$ cat src/design/crcl_pkg.sv
`timescale 1ns / 1ps
// ----------------------------------------------------------------------------
// crcl_pkg
// Shared types, codes and the CRC-8 byte step for the register link.
// ----------------------------------------------------------------------------
package crcl_pkg;

    // Request codes on the input channel
    localparam logic [1:0] REQ_WRITE = 2'd0;
    localparam logic [1:0] REQ_READ  = 2'd1;
    localparam logic [1:0] REQ_RX    = 2'd2;
    localparam logic [1:0] REQ_TICK  = 2'd3;

    // Result codes on the output channel
    localparam logic [1:0] RK_TX   = 2'd0;
    localparam logic [1:0] RK_DONE = 2'd1;
    localparam logic [1:0] RK_FAIL = 2'd2;

    // Register indexes on the APB port
    localparam logic [1:0] REG_NODE    = 2'd0;
    localparam logic [1:0] REG_SYNC    = 2'd1;
    localparam logic [1:0] REG_TIMEOUT = 2'd2;
    localparam logic [1:0] REG_RETRY   = 2'd3;

    localparam int PADDR_W = 4;

    // Register reset values
    localparam logic [7:0]  NODE_RST    = 8'd0;
    localparam logic [7:0]  SYNC_RST    = 8'd5;
    localparam logic [15:0] TIMEOUT_RST = 16'd20;
    localparam logic [3:0]  RETRY_RST   = 4'd2;

    localparam logic [7:0] CRC_POLY  = 8'h07;
    localparam logic [7:0] REPLY_MID = 8'hFF;

    // Frame byte positions
    localparam logic [2:0] FB_SYNC    = 3'd0;
    localparam logic [2:0] FB_NODE    = 3'd1;
    localparam logic [2:0] FB_REG     = 3'd2;
    localparam logic [2:0] FB_D3      = 3'd3;
    localparam logic [2:0] FB_D2      = 3'd4;
    localparam logic [2:0] FB_D1      = 3'd5;
    localparam logic [2:0] FB_D0      = 3'd6;
    localparam logic [2:0] FB_WR_CRC  = 3'd7;
    localparam logic [2:0] FB_RD_CRC  = 3'd3;
    localparam logic [2:0] FB_SINGLE  = 3'd0;

    // Reply byte index of the CRC byte (the fifth after the sync pattern)
    localparam logic [2:0] REPLY_CRC_IDX = 3'd4;

    localparam int CMD_QUEUE_DEPTH = 2;

    typedef struct packed {
        logic [1:0]  req_type;
        logic [6:0]  reg_addr;
        logic [31:0] write_data;
        logic [7:0]  rx_byte;
    } req_item_t;

    typedef struct packed {
        logic [1:0]  result_kind;
        logic [7:0]  tx_byte;
        logic [31:0] read_data;
        logic        crc_error;
        logic        last;
    } result_item_t;

    typedef struct packed {
        logic [7:0]  node_address;
        logic [7:0]  sync_byte;
        logic [15:0] reply_timeout;
        logic [3:0]  retry_limit;
    } cfg_t;

    typedef enum logic [1:0] {
        CMD_WRITE = 2'd0,
        CMD_READ  = 2'd1,
        CMD_DONE  = 2'd2,
        CMD_FAIL  = 2'd3
    } cmd_kind_t;

    // Work handed from the front to the frame builder
    typedef struct packed {
        cmd_kind_t   kind;
        logic [7:0]  sync_byte;
        logic [7:0]  node_address;
        logic [6:0]  reg_addr;
        logic [31:0] data;
    } cmd_t;

    typedef enum logic [2:0] {
        PH_IDLE    = 3'b001,
        PH_HUNT    = 3'b010,
        PH_COLLECT = 3'b100
    } phase_t;

    // One byte through the CRC, data bits LSB first
    function automatic logic [7:0] crc8_byte(input logic [7:0] crc_in,
                                             input logic [7:0] data);
        logic [7:0] c;
        c = crc_in;
        for (int i = 0; i < 8; i++) begin
            if (c[7] ^ data[i]) begin
                c = {c[6:0], 1'b0} ^ CRC_POLY;
            end else begin
                c = {c[6:0], 1'b0};
            end
        end
        return c;
    endfunction

endpackage

$ cat src/design/crc8_uart_register_link.sv
`timescale 1ns / 1ps
// ----------------------------------------------------------------------------
// crc8_uart_register_link
// Host side of a single-wire register link with CRC-8 (poly 0x07, LSB first):
// builds write and read frames, hunts and checks read replies, retries.
// ----------------------------------------------------------------------------
//  Channel | Direction | Handshake               | Beat
//  s_      | in        | s_valid / s_ready       | req_item_t: request, rx byte or tick
//  m_      | out       | m_valid / m_ready       | result_item_t: tx byte or read result
//  APB     | in / out  | psel, penable / pready  | 32-bit register write or read
//
// The link state machine takes one input beat per cycle whenever the command
// queue (CMD_QUEUE_DEPTH entries) has room; the command it pushes is registered in the queue.
// The frame builder emits one result beat per cycle while the output register is free:
// a write frame is 8 beats, a read frame 4, a read result 1; its single byte lane sets the rate.
// A stalled m_ready backs up the output register, then the queue, then s_ready.
// Reset is synchronous, active low, and takes effect at once: no clearing pass.
// ----------------------------------------------------------------------------
module crc8_uart_register_link
    import crcl_pkg::*;
#(
    parameter int QUEUE_DEPTH = CMD_QUEUE_DEPTH
) (
    input  logic               aclk,
    input  logic               aresetn,
    input  logic               psel,
    input  logic               penable,
    input  logic               pwrite,
    input  logic [PADDR_W-1:0] paddr,
    input  logic [31:0]        pwdata,
    output logic [31:0]        prdata,
    output logic               pready,
    input  logic               s_valid,
    output logic               s_ready,
    input  req_item_t          s_payload,
    output logic               m_valid,
    input  logic               m_ready,
    output result_item_t       m_payload
);

    cfg_t cfg;
    logic q_full;
    logic q_push;
    cmd_t q_cmd;
    logic q_pop;
    logic q_valid;
    cmd_t q_head;

    crcl_regs u_regs (
        .aclk    (aclk),
        .aresetn (aresetn),
        .psel    (psel),
        .penable (penable),
        .pwrite  (pwrite),
        .paddr   (paddr),
        .pwdata  (pwdata),
        .prdata  (prdata),
        .pready  (pready),
        .cfg     (cfg)
    );

    crcl_front u_front (
        .aclk      (aclk),
        .aresetn   (aresetn),
        .cfg       (cfg),
        .s_valid   (s_valid),
        .s_ready   (s_ready),
        .s_payload (s_payload),
        .q_full    (q_full),
        .q_push    (q_push),
        .q_cmd     (q_cmd)
    );

    crcl_queue #(
        .DEPTH (QUEUE_DEPTH)
    ) u_queue (
        .aclk       (aclk),
        .aresetn    (aresetn),
        .push       (q_push),
        .push_cmd   (q_cmd),
        .full       (q_full),
        .pop        (q_pop),
        .head_valid (q_valid),
        .head_cmd   (q_head)
    );

    crcl_back u_back (
        .aclk      (aclk),
        .aresetn   (aresetn),
        .q_valid   (q_valid),
        .q_head    (q_head),
        .q_pop     (q_pop),
        .m_valid   (m_valid),
        .m_ready   (m_ready),
        .m_payload (m_payload)
    );

endmodule

$ cat src/design/crcl_regs.sv
`timescale 1ns / 1ps
// ----------------------------------------------------------------------------
// crcl_regs
// APB register file: node address, sync byte, reply timeout, retry limit.
// ----------------------------------------------------------------------------
module crcl_regs
    import crcl_pkg::*;
(
    input  logic               aclk,
    input  logic               aresetn,
    input  logic               psel,
    input  logic               penable,
    input  logic               pwrite,
    input  logic [PADDR_W-1:0] paddr,
    input  logic [31:0]        pwdata,
    output logic [31:0]        prdata,
    output logic               pready,
    output cfg_t               cfg
);

    cfg_t cfg_reg;
    logic wr_en;

    assign pready = 1'b1;
    assign wr_en  = psel && penable && pwrite;
    assign cfg    = cfg_reg;

    // Write on the access beat
    always_ff @(posedge aclk) begin
        if (!aresetn) begin
            cfg_reg.node_address  <= NODE_RST;
            cfg_reg.sync_byte     <= SYNC_RST;
            cfg_reg.reply_timeout <= TIMEOUT_RST;
            cfg_reg.retry_limit   <= RETRY_RST;
        end else if (wr_en) begin
            unique case (paddr[3:2])
                REG_NODE:    cfg_reg.node_address  <= pwdata[7:0];
                REG_SYNC:    cfg_reg.sync_byte     <= pwdata[7:0];
                REG_TIMEOUT: cfg_reg.reply_timeout <= pwdata[15:0];
                REG_RETRY:   cfg_reg.retry_limit   <= pwdata[3:0];
                default: ;
            endcase
        end
    end

    // Read mux
    always_comb begin
        unique case (paddr[3:2])
            REG_NODE:    prdata = {24'd0, cfg_reg.node_address};
            REG_SYNC:    prdata = {24'd0, cfg_reg.sync_byte};
            REG_TIMEOUT: prdata = {16'd0, cfg_reg.reply_timeout};
            REG_RETRY:   prdata = {28'd0, cfg_reg.retry_limit};
            default:     prdata = 32'd0;
        endcase
    end

endmodule

$ cat src/design/crcl_front.sv
`timescale 1ns / 1ps
// ----------------------------------------------------------------------------
// crcl_front
// Link state machine: classifies each beat, hunts and checks replies, counts
// ticks and attempts, and hands at most one command per beat to the queue.
// ----------------------------------------------------------------------------
module crcl_front
    import crcl_pkg::*;
(
    input  logic      aclk,
    input  logic      aresetn,
    input  cfg_t      cfg,
    input  logic      s_valid,
    output logic      s_ready,
    input  req_item_t s_payload,
    input  logic      q_full,
    output logic      q_push,
    output cmd_t      q_cmd
);

    phase_t      phase_reg, phase_next;
    logic [23:0] window_reg, window_next;
    logic [31:0] data_shift_reg, data_shift_next;
    logic [2:0]  count_reg, count_next;
    logic [15:0] ticks_reg, ticks_next;
    logic [3:0]  attempts_reg, attempts_next;
    logic [6:0]  pending_reg, pending_next;
    logic [7:0]  crc_acc_reg, crc_acc_next;
    logic [7:0]  lag_reg, lag_next;

    logic        accept;
    logic        busy;
    logic        fail;
    logic        start;
    logic [15:0] timeout_eff;
    logic [3:0]  retry_eff;
    logic [23:0] shifted;
    logic [23:0] target;
    logic [7:0]  crc_calc;

    assign s_ready     = !q_full;
    assign accept      = s_valid && s_ready;
    assign busy        = (phase_reg != PH_IDLE);
    assign timeout_eff = (cfg.reply_timeout == 16'd0) ? 16'd1 : cfg.reply_timeout;
    assign retry_eff   = (cfg.retry_limit == 4'd0) ? 4'd1 : cfg.retry_limit;
    assign shifted     = {window_reg[15:0], s_payload.rx_byte};
    assign target      = {cfg.sync_byte, REPLY_MID, 1'b0, pending_reg};
    assign crc_calc    = crc8_byte(crc_acc_reg, lag_reg);

    // Classify the beat and work out the next link state
    always_comb begin
        phase_next      = phase_reg;
        window_next     = window_reg;
        data_shift_next = data_shift_reg;
        count_next      = count_reg;
        ticks_next      = ticks_reg;
        attempts_next   = attempts_reg;
        pending_next    = pending_reg;
        crc_acc_next    = crc_acc_reg;
        lag_next        = lag_reg;
        q_push          = 1'b0;
        q_cmd           = '0;
        fail            = 1'b0;
        start           = 1'b0;

        if (accept) begin
            unique case (s_payload.req_type)
                REQ_WRITE: begin
                    if (!busy) begin
                        q_push             = 1'b1;
                        q_cmd.kind         = CMD_WRITE;
                        q_cmd.sync_byte    = cfg.sync_byte;
                        q_cmd.node_address = cfg.node_address;
                        q_cmd.reg_addr     = s_payload.reg_addr;
                        q_cmd.data         = s_payload.write_data;
                    end
                end
                REQ_READ: begin
                    if (!busy) begin
                        pending_next  = s_payload.reg_addr;
                        attempts_next = retry_eff;
                        start         = 1'b1;
                    end
                end
                REQ_RX: begin
                    if (phase_reg == PH_HUNT) begin
                        window_next = shifted;
                        if (shifted == target) begin
                            phase_next   = PH_COLLECT;
                            count_next   = 3'd0;
                            ticks_next   = timeout_eff;
                            // Header CRC; the register byte trails one beat
                            crc_acc_next = crc8_byte(crc8_byte(8'h00, cfg.sync_byte),
                                                     REPLY_MID);
                            lag_next     = {1'b0, pending_reg};
                        end
                    end else if (phase_reg == PH_COLLECT) begin
                        data_shift_next = {data_shift_reg[23:0], s_payload.rx_byte};
                        count_next      = count_reg + 3'd1;
                        if (count_reg == REPLY_CRC_IDX) begin
                            if (crc_calc != s_payload.rx_byte || crc_calc == 8'h00) begin
                                fail = 1'b1;
                            end else begin
                                phase_next    = PH_IDLE;
                                attempts_next = 4'd0;
                                q_push        = 1'b1;
                                q_cmd.kind    = CMD_DONE;
                                q_cmd.data    = data_shift_reg;
                            end
                        end else begin
                            crc_acc_next = crc_calc;
                            lag_next     = s_payload.rx_byte;
                        end
                    end
                end
                REQ_TICK: begin
                    if (busy) begin
                        ticks_next = ticks_reg - 16'd1;
                        if (ticks_next == 16'd0) begin
                            fail = 1'b1;
                        end
                    end
                end
                default: ;
            endcase
        end

        // Retry or give up
        if (fail) begin
            if (attempts_reg > 4'd1) begin
                attempts_next = attempts_reg - 4'd1;
                start         = 1'b1;
            end else begin
                attempts_next = 4'd0;
                phase_next    = PH_IDLE;
                q_push        = 1'b1;
                q_cmd.kind    = CMD_FAIL;
            end
        end

        // Send the read frame and open a new hunt
        if (start) begin
            q_push             = 1'b1;
            q_cmd.kind         = CMD_READ;
            q_cmd.sync_byte    = cfg.sync_byte;
            q_cmd.node_address = cfg.node_address;
            q_cmd.reg_addr     = pending_next;
            q_cmd.data         = 32'd0;
            window_next        = 24'd0;
            data_shift_next    = 32'd0;
            count_next         = 3'd0;
            ticks_next         = timeout_eff;
            phase_next         = PH_HUNT;
        end
    end

    always_ff @(posedge aclk) begin
        if (!aresetn) begin
            phase_reg      <= PH_IDLE;
            window_reg     <= 24'd0;
            data_shift_reg <= 32'd0;
            count_reg      <= 3'd0;
            ticks_reg      <= 16'd0;
            attempts_reg   <= 4'd0;
            pending_reg    <= 7'd0;
            crc_acc_reg    <= 8'd0;
            lag_reg        <= 8'd0;
        end else begin
            phase_reg      <= phase_next;
            window_reg     <= window_next;
            data_shift_reg <= data_shift_next;
            count_reg      <= count_next;
            ticks_reg      <= ticks_next;
            attempts_reg   <= attempts_next;
            pending_reg    <= pending_next;
            crc_acc_reg    <= crc_acc_next;
            lag_reg        <= lag_next;
        end
    end

endmodule

$ cat src/design/crcl_queue.sv
`timescale 1ns / 1ps
// ----------------------------------------------------------------------------
// crcl_queue
// Short command queue between the link state machine and the frame builder.
// ----------------------------------------------------------------------------
module crcl_queue
    import crcl_pkg::*;
#(
    parameter int DEPTH = CMD_QUEUE_DEPTH
) (
    input  logic aclk,
    input  logic aresetn,
    input  logic push,
    input  cmd_t push_cmd,
    output logic full,
    input  logic pop,
    output logic head_valid,
    output cmd_t head_cmd
);

    localparam int PTR_W = (DEPTH > 1) ? $clog2(DEPTH) : 1;
    localparam int CNT_W = $clog2(DEPTH + 1);
    localparam logic [PTR_W-1:0] LAST_PTR = PTR_W'(DEPTH - 1);
    localparam logic [CNT_W-1:0] FULL_CNT = CNT_W'(DEPTH);

    cmd_t             slot_reg [DEPTH];
    logic [PTR_W-1:0] wr_ptr_reg, rd_ptr_reg;
    logic [CNT_W-1:0] count_reg;

    assign full       = (count_reg == FULL_CNT);
    assign head_valid = (count_reg != '0);
    assign head_cmd   = slot_reg[rd_ptr_reg];

    // Store the pushed command
    always_ff @(posedge aclk) begin
        if (push) begin
            slot_reg[wr_ptr_reg] <= push_cmd;
        end
    end

    // Advance pointers and fill count
    always_ff @(posedge aclk) begin
        if (!aresetn) begin
            wr_ptr_reg <= '0;
            rd_ptr_reg <= '0;
            count_reg  <= '0;
        end else begin
            if (push) begin
                wr_ptr_reg <= (wr_ptr_reg == LAST_PTR) ? '0 : wr_ptr_reg + 1'b1;
            end
            if (pop) begin
                rd_ptr_reg <= (rd_ptr_reg == LAST_PTR) ? '0 : rd_ptr_reg + 1'b1;
            end
            if (push && !pop) begin
                count_reg <= count_reg + 1'b1;
            end else if (pop && !push) begin
                count_reg <= count_reg - 1'b1;
            end
        end
    end

    a_no_overflow: assert property (@(posedge aclk) disable iff (!aresetn)
        full |-> !push)
        else $error("command pushed into a full queue");

    a_no_underflow: assert property (@(posedge aclk) disable iff (!aresetn)
        pop |-> head_valid)
        else $error("command popped from an empty queue");

    a_count_bound: assert property (@(posedge aclk) disable iff (!aresetn)
        count_reg <= FULL_CNT)
        else $error("queue fill count beyond depth");

endmodule

$ cat src/design/crcl_back.sv
`timescale 1ns / 1ps
// ----------------------------------------------------------------------------
// crcl_back
// Frame builder: turns each command into result beats, one a cycle unless m_ready
// stalls, with a running CRC over transmitted frame bytes, into an output register.
// ----------------------------------------------------------------------------
module crcl_back
    import crcl_pkg::*;
(
    input  logic         aclk,
    input  logic         aresetn,
    input  logic         q_valid,
    input  cmd_t         q_head,
    output logic         q_pop,
    output logic         m_valid,
    input  logic         m_ready,
    output result_item_t m_payload
);

    logic         busy_reg;
    cmd_t         cmd_reg;
    logic [2:0]   idx_reg;
    logic [7:0]   crc_reg;
    logic         m_valid_reg;
    result_item_t m_payload_reg;

    logic         out_free;
    logic         fire;
    cmd_t         cur_cmd;
    logic [2:0]   cur_idx;
    logic [7:0]   crc_base;
    logic [2:0]   last_idx;
    logic         beat_last;
    logic [7:0]   frame_byte;
    result_item_t beat;

    assign out_free = !m_valid_reg || m_ready;
    assign cur_cmd  = busy_reg ? cmd_reg : q_head;
    assign cur_idx  = busy_reg ? idx_reg : FB_SYNC;
    assign crc_base = busy_reg ? crc_reg : 8'h00;
    assign fire     = (busy_reg || q_valid) && out_free;
    assign q_pop    = !busy_reg && q_valid && out_free;

    assign m_valid   = m_valid_reg;
    assign m_payload = m_payload_reg;

    // Pick the frame byte for this beat
    always_comb begin
        unique case (cur_cmd.kind)
            CMD_WRITE: last_idx = FB_WR_CRC;
            CMD_READ:  last_idx = FB_RD_CRC;
            default:   last_idx = FB_SINGLE;
        endcase
        beat_last = (cur_idx == last_idx);

        if (cur_cmd.kind == CMD_WRITE) begin
            unique case (cur_idx)
                FB_SYNC:   frame_byte = cur_cmd.sync_byte;
                FB_NODE:   frame_byte = cur_cmd.node_address;
                FB_REG:    frame_byte = {1'b1, cur_cmd.reg_addr};
                FB_D3:     frame_byte = cur_cmd.data[31:24];
                FB_D2:     frame_byte = cur_cmd.data[23:16];
                FB_D1:     frame_byte = cur_cmd.data[15:8];
                FB_D0:     frame_byte = cur_cmd.data[7:0];
                default:   frame_byte = crc_base;
            endcase
        end else begin
            unique case (cur_idx)
                FB_SYNC:   frame_byte = cur_cmd.sync_byte;
                FB_NODE:   frame_byte = cur_cmd.node_address;
                FB_REG:    frame_byte = {1'b0, cur_cmd.reg_addr};
                default:   frame_byte = crc_base;
            endcase
        end
    end

    // Build the result beat
    always_comb begin
        beat      = '0;
        beat.last = beat_last;
        unique case (cur_cmd.kind)
            CMD_WRITE, CMD_READ: begin
                beat.result_kind = RK_TX;
                beat.tx_byte     = frame_byte;
            end
            CMD_DONE: begin
                beat.result_kind = RK_DONE;
                beat.read_data   = cur_cmd.data;
            end
            default: begin
                beat.result_kind = RK_FAIL;
                beat.crc_error   = 1'b1;
            end
        endcase
    end

    // Hold the command being framed
    always_ff @(posedge aclk) begin
        if (q_pop) begin
            cmd_reg <= q_head;
        end
        if (fire) begin
            crc_reg <= crc8_byte(crc_base, frame_byte);
            idx_reg <= cur_idx + 3'd1;
        end
    end

    // Advance the framer and the output register
    always_ff @(posedge aclk) begin
        if (!aresetn) begin
            busy_reg    <= 1'b0;
            m_valid_reg <= 1'b0;
        end else if (fire) begin
            busy_reg    <= !beat_last;
            m_valid_reg <= 1'b1;
        end else if (m_ready) begin
            m_valid_reg <= 1'b0;
        end
    end

    always_ff @(posedge aclk) begin
        if (fire) begin
            m_payload_reg <= beat;
        end
    end

    a_last_frees: assert property (@(posedge aclk) disable iff (!aresetn)
        fire && beat_last |=> !busy_reg)
        else $error("framer still busy after the closing beat");

    a_busy_frames_only: assert property (@(posedge aclk) disable iff (!aresetn)
        busy_reg |-> (cmd_reg.kind == CMD_WRITE || cmd_reg.kind == CMD_READ))
        else $error("single-beat command parked in the framer");

    a_idx_in_frame: assert property (@(posedge aclk) disable iff (!aresetn)
        busy_reg |-> (idx_reg != FB_SYNC) &&
                     (cmd_reg.kind == CMD_WRITE || idx_reg <= FB_RD_CRC))
        else $error("frame byte index outside the frame");

endmodule
$ cat config.mk
export PLATFORM = sky130hd
export DESIGN_NAME = crc8_uart_register_link
export DESIGN_NICKNAME = d
export VERILOG_FILES = /design/src/design/crcl_pkg.sv /design/src/design/crc8_uart_register_link.sv /design/src/design/crcl_regs.sv /design/src/design/crcl_front.sv /design/src/design/crcl_queue.sv /design/src/design/crcl_back.sv
export SDC_FILE = /design/constraint.sdc
export NUM_CORES = 1
export LEC_CHECK = 0
export BUFFER_PORTS_ARGS = -buffer_cell sky130_fd_sc_hd__buf_4
export CORE_MARGIN = 3
export CORE_UTILIZATION = 30
export DETAILED_ROUTE_END_ITERATION = 8
export MAX_ROUTING_LAYER = met4
export SLEW_MARGIN = 0
export SYNTH_ARGS = -nofsm -noshare
export SYNTH_HDL_FRONTEND = slang
export SYNTH_SLANG_ARGS = --single-unit
$ cat constraint.sdc
create_clock -name aclk -period 9.4 [get_ports aclk]
set_input_delay 1.41 -clock aclk [delete_from_list [all_inputs] [get_ports aclk]]
set_output_delay 1.41 -clock aclk [all_outputs]
set_load 0.01 [all_outputs]
==> results.txt <==
Die H: 245 µm
Clock sink count: 365
Setup bufs post-CTS: 0
Crit. End Element: register
Multi-input logic area: 7040 µm²
Top cell type by total area after synthesis: edfxtp_1
Die Width: 245 µm
Cell Pwr Density: 271 nW/µm²
Library cells used by synthesis: 80
Remaining DRCs: 0
CP Cell Sequence: buf_4, xor3_1, xnor3_1, nand2_1, a211o_1, a2111oi_4, buf_4, nand2_1, a21oi_2, or2_1, nor2b_4, buf_4
Largest net degree at the start of global routing: 64
Top cell type's share of synthesized area: 39.5%
Post-DP HPWL: 31800 µm
Top Family by Delay on Critical Path: buffers and inverters
Lkg Pwr: 7.06 nW
Tot Pwr: 0.00542 W
CTS clk-pin slew, worst paths: 0.06 ns
DRC violation total after the first TritonRoute iteration: 1047
Global-route wire length before repair: 70800 µm
Worst-Margin Slew: 1.10 ns
Critical path arrival: 4.96 ns
Setup TNS Final: 0 ns
Type of the worst setup path: input pin to register
Crit path required time: 9.59 ns
Largest buffer count on any clock path: 3
Yosys warns: 0
Final Net Count: 1796
Vias in the first global route: 11900
Worst stage delay on the critical path: 0.60 ns
Peak supply drop: 138 µV
Cts bufs inserted: 39
Headroom to the max-slew limit: 26.4%
MaxCap Viol Count: 0
Slowest cell on crit path: buf_4
Vias: 12300
Pins Over Slew Limit: 0
DR pass1 iterations: 5
Routed Antenna Nets: 0
Mapped Avg Cell Area: 10.7 µm²
RSZ-0062 raised after global routing: false
Core Footprint: 55700 µm²
Fin crit period: 4.76 ns
Area grow syn2layout: 16.9%
DRT Wirelength: 46000 µm
Initial Utilization: 30.7%
Row count: 86
Synth Register Bits: 365
Predominant post-synthesis flop cell: edfxtp_1
F_max: 210 MHz
Layout cells sized above 1: 18.3%
Post-Syn Instances: 1600
GRT Residual Overflow: 0
GRT Total Usage: 15.4%
Antenna violations before repair: 2
I/O pin count: 171
Vias per std cell: 4.99
Register Area: 9560 µm²
H-tree depth: 2
# hold bufs at CTS: 0
RePlAce Congestion: 0.858
Run status: finished, final reports clean
CP Launch Type: input pin
Sequential fraction of the synthesis area: 55.8%
Fillers: 5529
Final setup viols: 0
Final period util: 50.7%
CTS tree: yes
Clk_lat worst skew: 0.58 ns
WL/cell: 18.7 µm
CP bufs+invs: 3
Port bufs: 135
Synth area leaders: edfxtp_1 (39%), dfxtp_1 (16%), nand2_1 (6.2%)
Post-synth EDFFs: 225
Max reg flops: 114
Total die area: 60000 µm²
Clock Tree Root: clkbuf_16
Worst Skew: 0.0298 ns
Post_cts resized: 0
Post-Route Utilization: 35.9%
CP most frequent cell: buf_4
Worst Hold Class: register to register
Worst reg-to-reg setup slack: 4.66 ns
Syn Std Cell Area: 17100 µm²
Crit Path Max Fanout: 50
Synth async-reset ratio: 0%
Fin. Hold Viols: 0
==> path summary, 6_finish.rpt <==
check,start,to,cells after the start
min,u_front.data_shift_reg[25],u_front.data_shift_reg[25],2
min reg2reg,u_front.data_shift_reg[25],u_front.data_shift_reg[25],2
max reg2reg,u_front.crc_acc_reg[4],u_queue.slot_reg[0][3],11
max,s_payload[6],u_queue.slot_reg[0][3],12
==> cell families after synthesis <==
family / Yosys count / synth area share, %
buf+inv: 143 / 3.64
flops: 365 / 55.8
xor+xnor: 96 / 5.78
compound gates: 327 / 12.8
other cells: 2 / 0.0439
mux: 95 / 6.31
simple gates: 556 / 14.5
fa+ha+maj: 16 / 1.17
==> through the flow <==
| stage | area [µm²] | hold slack (ns) | cells | worst slack, ns |
|---|---|---|---|---|
| global placement | 18800 | 0.442 | 2395 | 4.11 |
| global route | 20000 | 0.475 | 2466 | 4.28 |
| finish | 20000 | 0.460 | 2466 | 4.64 |
| detailed placement | 18800 | 0.453 | 2395 | 4.04 |
| floorplan | 17200 | 0.436 | 1615 | 3.20 |
| CTS | 20000 | 0.462 | 2465 | 4.61 |
==> worst register-to-register path, stage by stage, from the launching register on <==
cell and delay [ns]:
dfxtp_1 0.32, xnor2_1 0.48, xor2_1 0.42, xor2_1 0.15
or4_4 0.60, a2111oi_4 0.31, buf_4 0.43, nand2_1 0.17
a21oi_2 0.35, or2_1 0.22, nor2b_4 0.29, buf_4 0.60
==> Yosys cell counts, drive strengths merged, types with 10 or more instances <==
| master | number |
|---|---|
| a311oi | 10 |
| a211oi | 10 |
| inv | 21 |
| nor2b | 11 |
| nand2 | 285 |
| nor4 | 11 |
| mux2i | 28 |
| edfxtp | 225 |
| and3 | 11 |
| a222oi | 14 |
| mux2 | 63 |
| xor2 | 32 |
| ha | 16 |
| nor3 | 22 |
| dfxtp | 140 |
| nand4 | 15 |
| nor2 | 114 |
| buf | 41 |
| clkbuf | 80 |
| and2 | 31 |
| nand3 | 32 |
| a22oi | 37 |
| o21ai | 31 |
| xnor2 | 56 |
| a21oi | 143 |
==> final cells by class <==
| class | count | share of cell area, % |
|---|---|---|
| diodes | 1 | 0.0125 |
| clock buffers | 51 | 5.25 |
| clock inverters | 19 | 1.01 |
| inverters | 22 | 0.412 |
| multi-input cells | 1107 | 35.1 |
| flip-flops and latches | 365 | 47.8 |
| well taps | 748 | 4.67 |
| repair buffers | 153 | 5.74 |
==> power breakdown <==
group          total (W)  switching [W]  leakage [nW]  internal (W)
Sequential       0.00229       0.000136          3.28       0.00216
Combinational    0.00161       0.000992          3.17      0.000621
Clock            0.00152       0.000640         0.613      0.000879
==> metal layers <==
layer	GRT usage, %	vias up	part of all wire [%]
met2	23.8	312	47
met3	2.95	60	5.4
met5	-	-	0
li1	-	5915	-
met4	5.14	0	2.9
met1	20.4	6021	45
==> layout by cell type, fill, tap and decap left out, types with 9 or more instances in the layout <==
| cell type | netlist | routed |
|---|---|---|
| a21oi_1 | 142 | 142 |
| a222oi_1 | 14 | 14 |
| a22oi_1 | 37 | 37 |
| a311oi_1 | 10 | 10 |
| and2_1 | 31 | 31 |
| and3_1 | 10 | 10 |
| buf_4 | 18 | 153 |
| clkbuf_1 | 80 | 9 |
| clkbuf_16 | 0 | 39 |
| conb_1 | 2 | 17 |
| dfxtp_1 | 140 | 138 |
| edfxtp_1 | 225 | 225 |
| ha_1 | 16 | 16 |
| inv_1 | 20 | 19 |
| mux2_2 | 63 | 63 |
| mux2i_1 | 28 | 28 |
| nand2_1 | 283 | 283 |
| nand3_1 | 31 | 31 |
| nand4_1 | 15 | 15 |
| nor2_1 | 113 | 112 |
| nor2b_1 | 11 | 10 |
| nor3_1 | 19 | 19 |
| nor4_1 | 11 | 11 |
| o21ai_0 | 30 | 30 |
| xnor2_1 | 53 | 53 |
| xor2_1 | 32 | 32 |
Power figures use the tool's default switching activity.
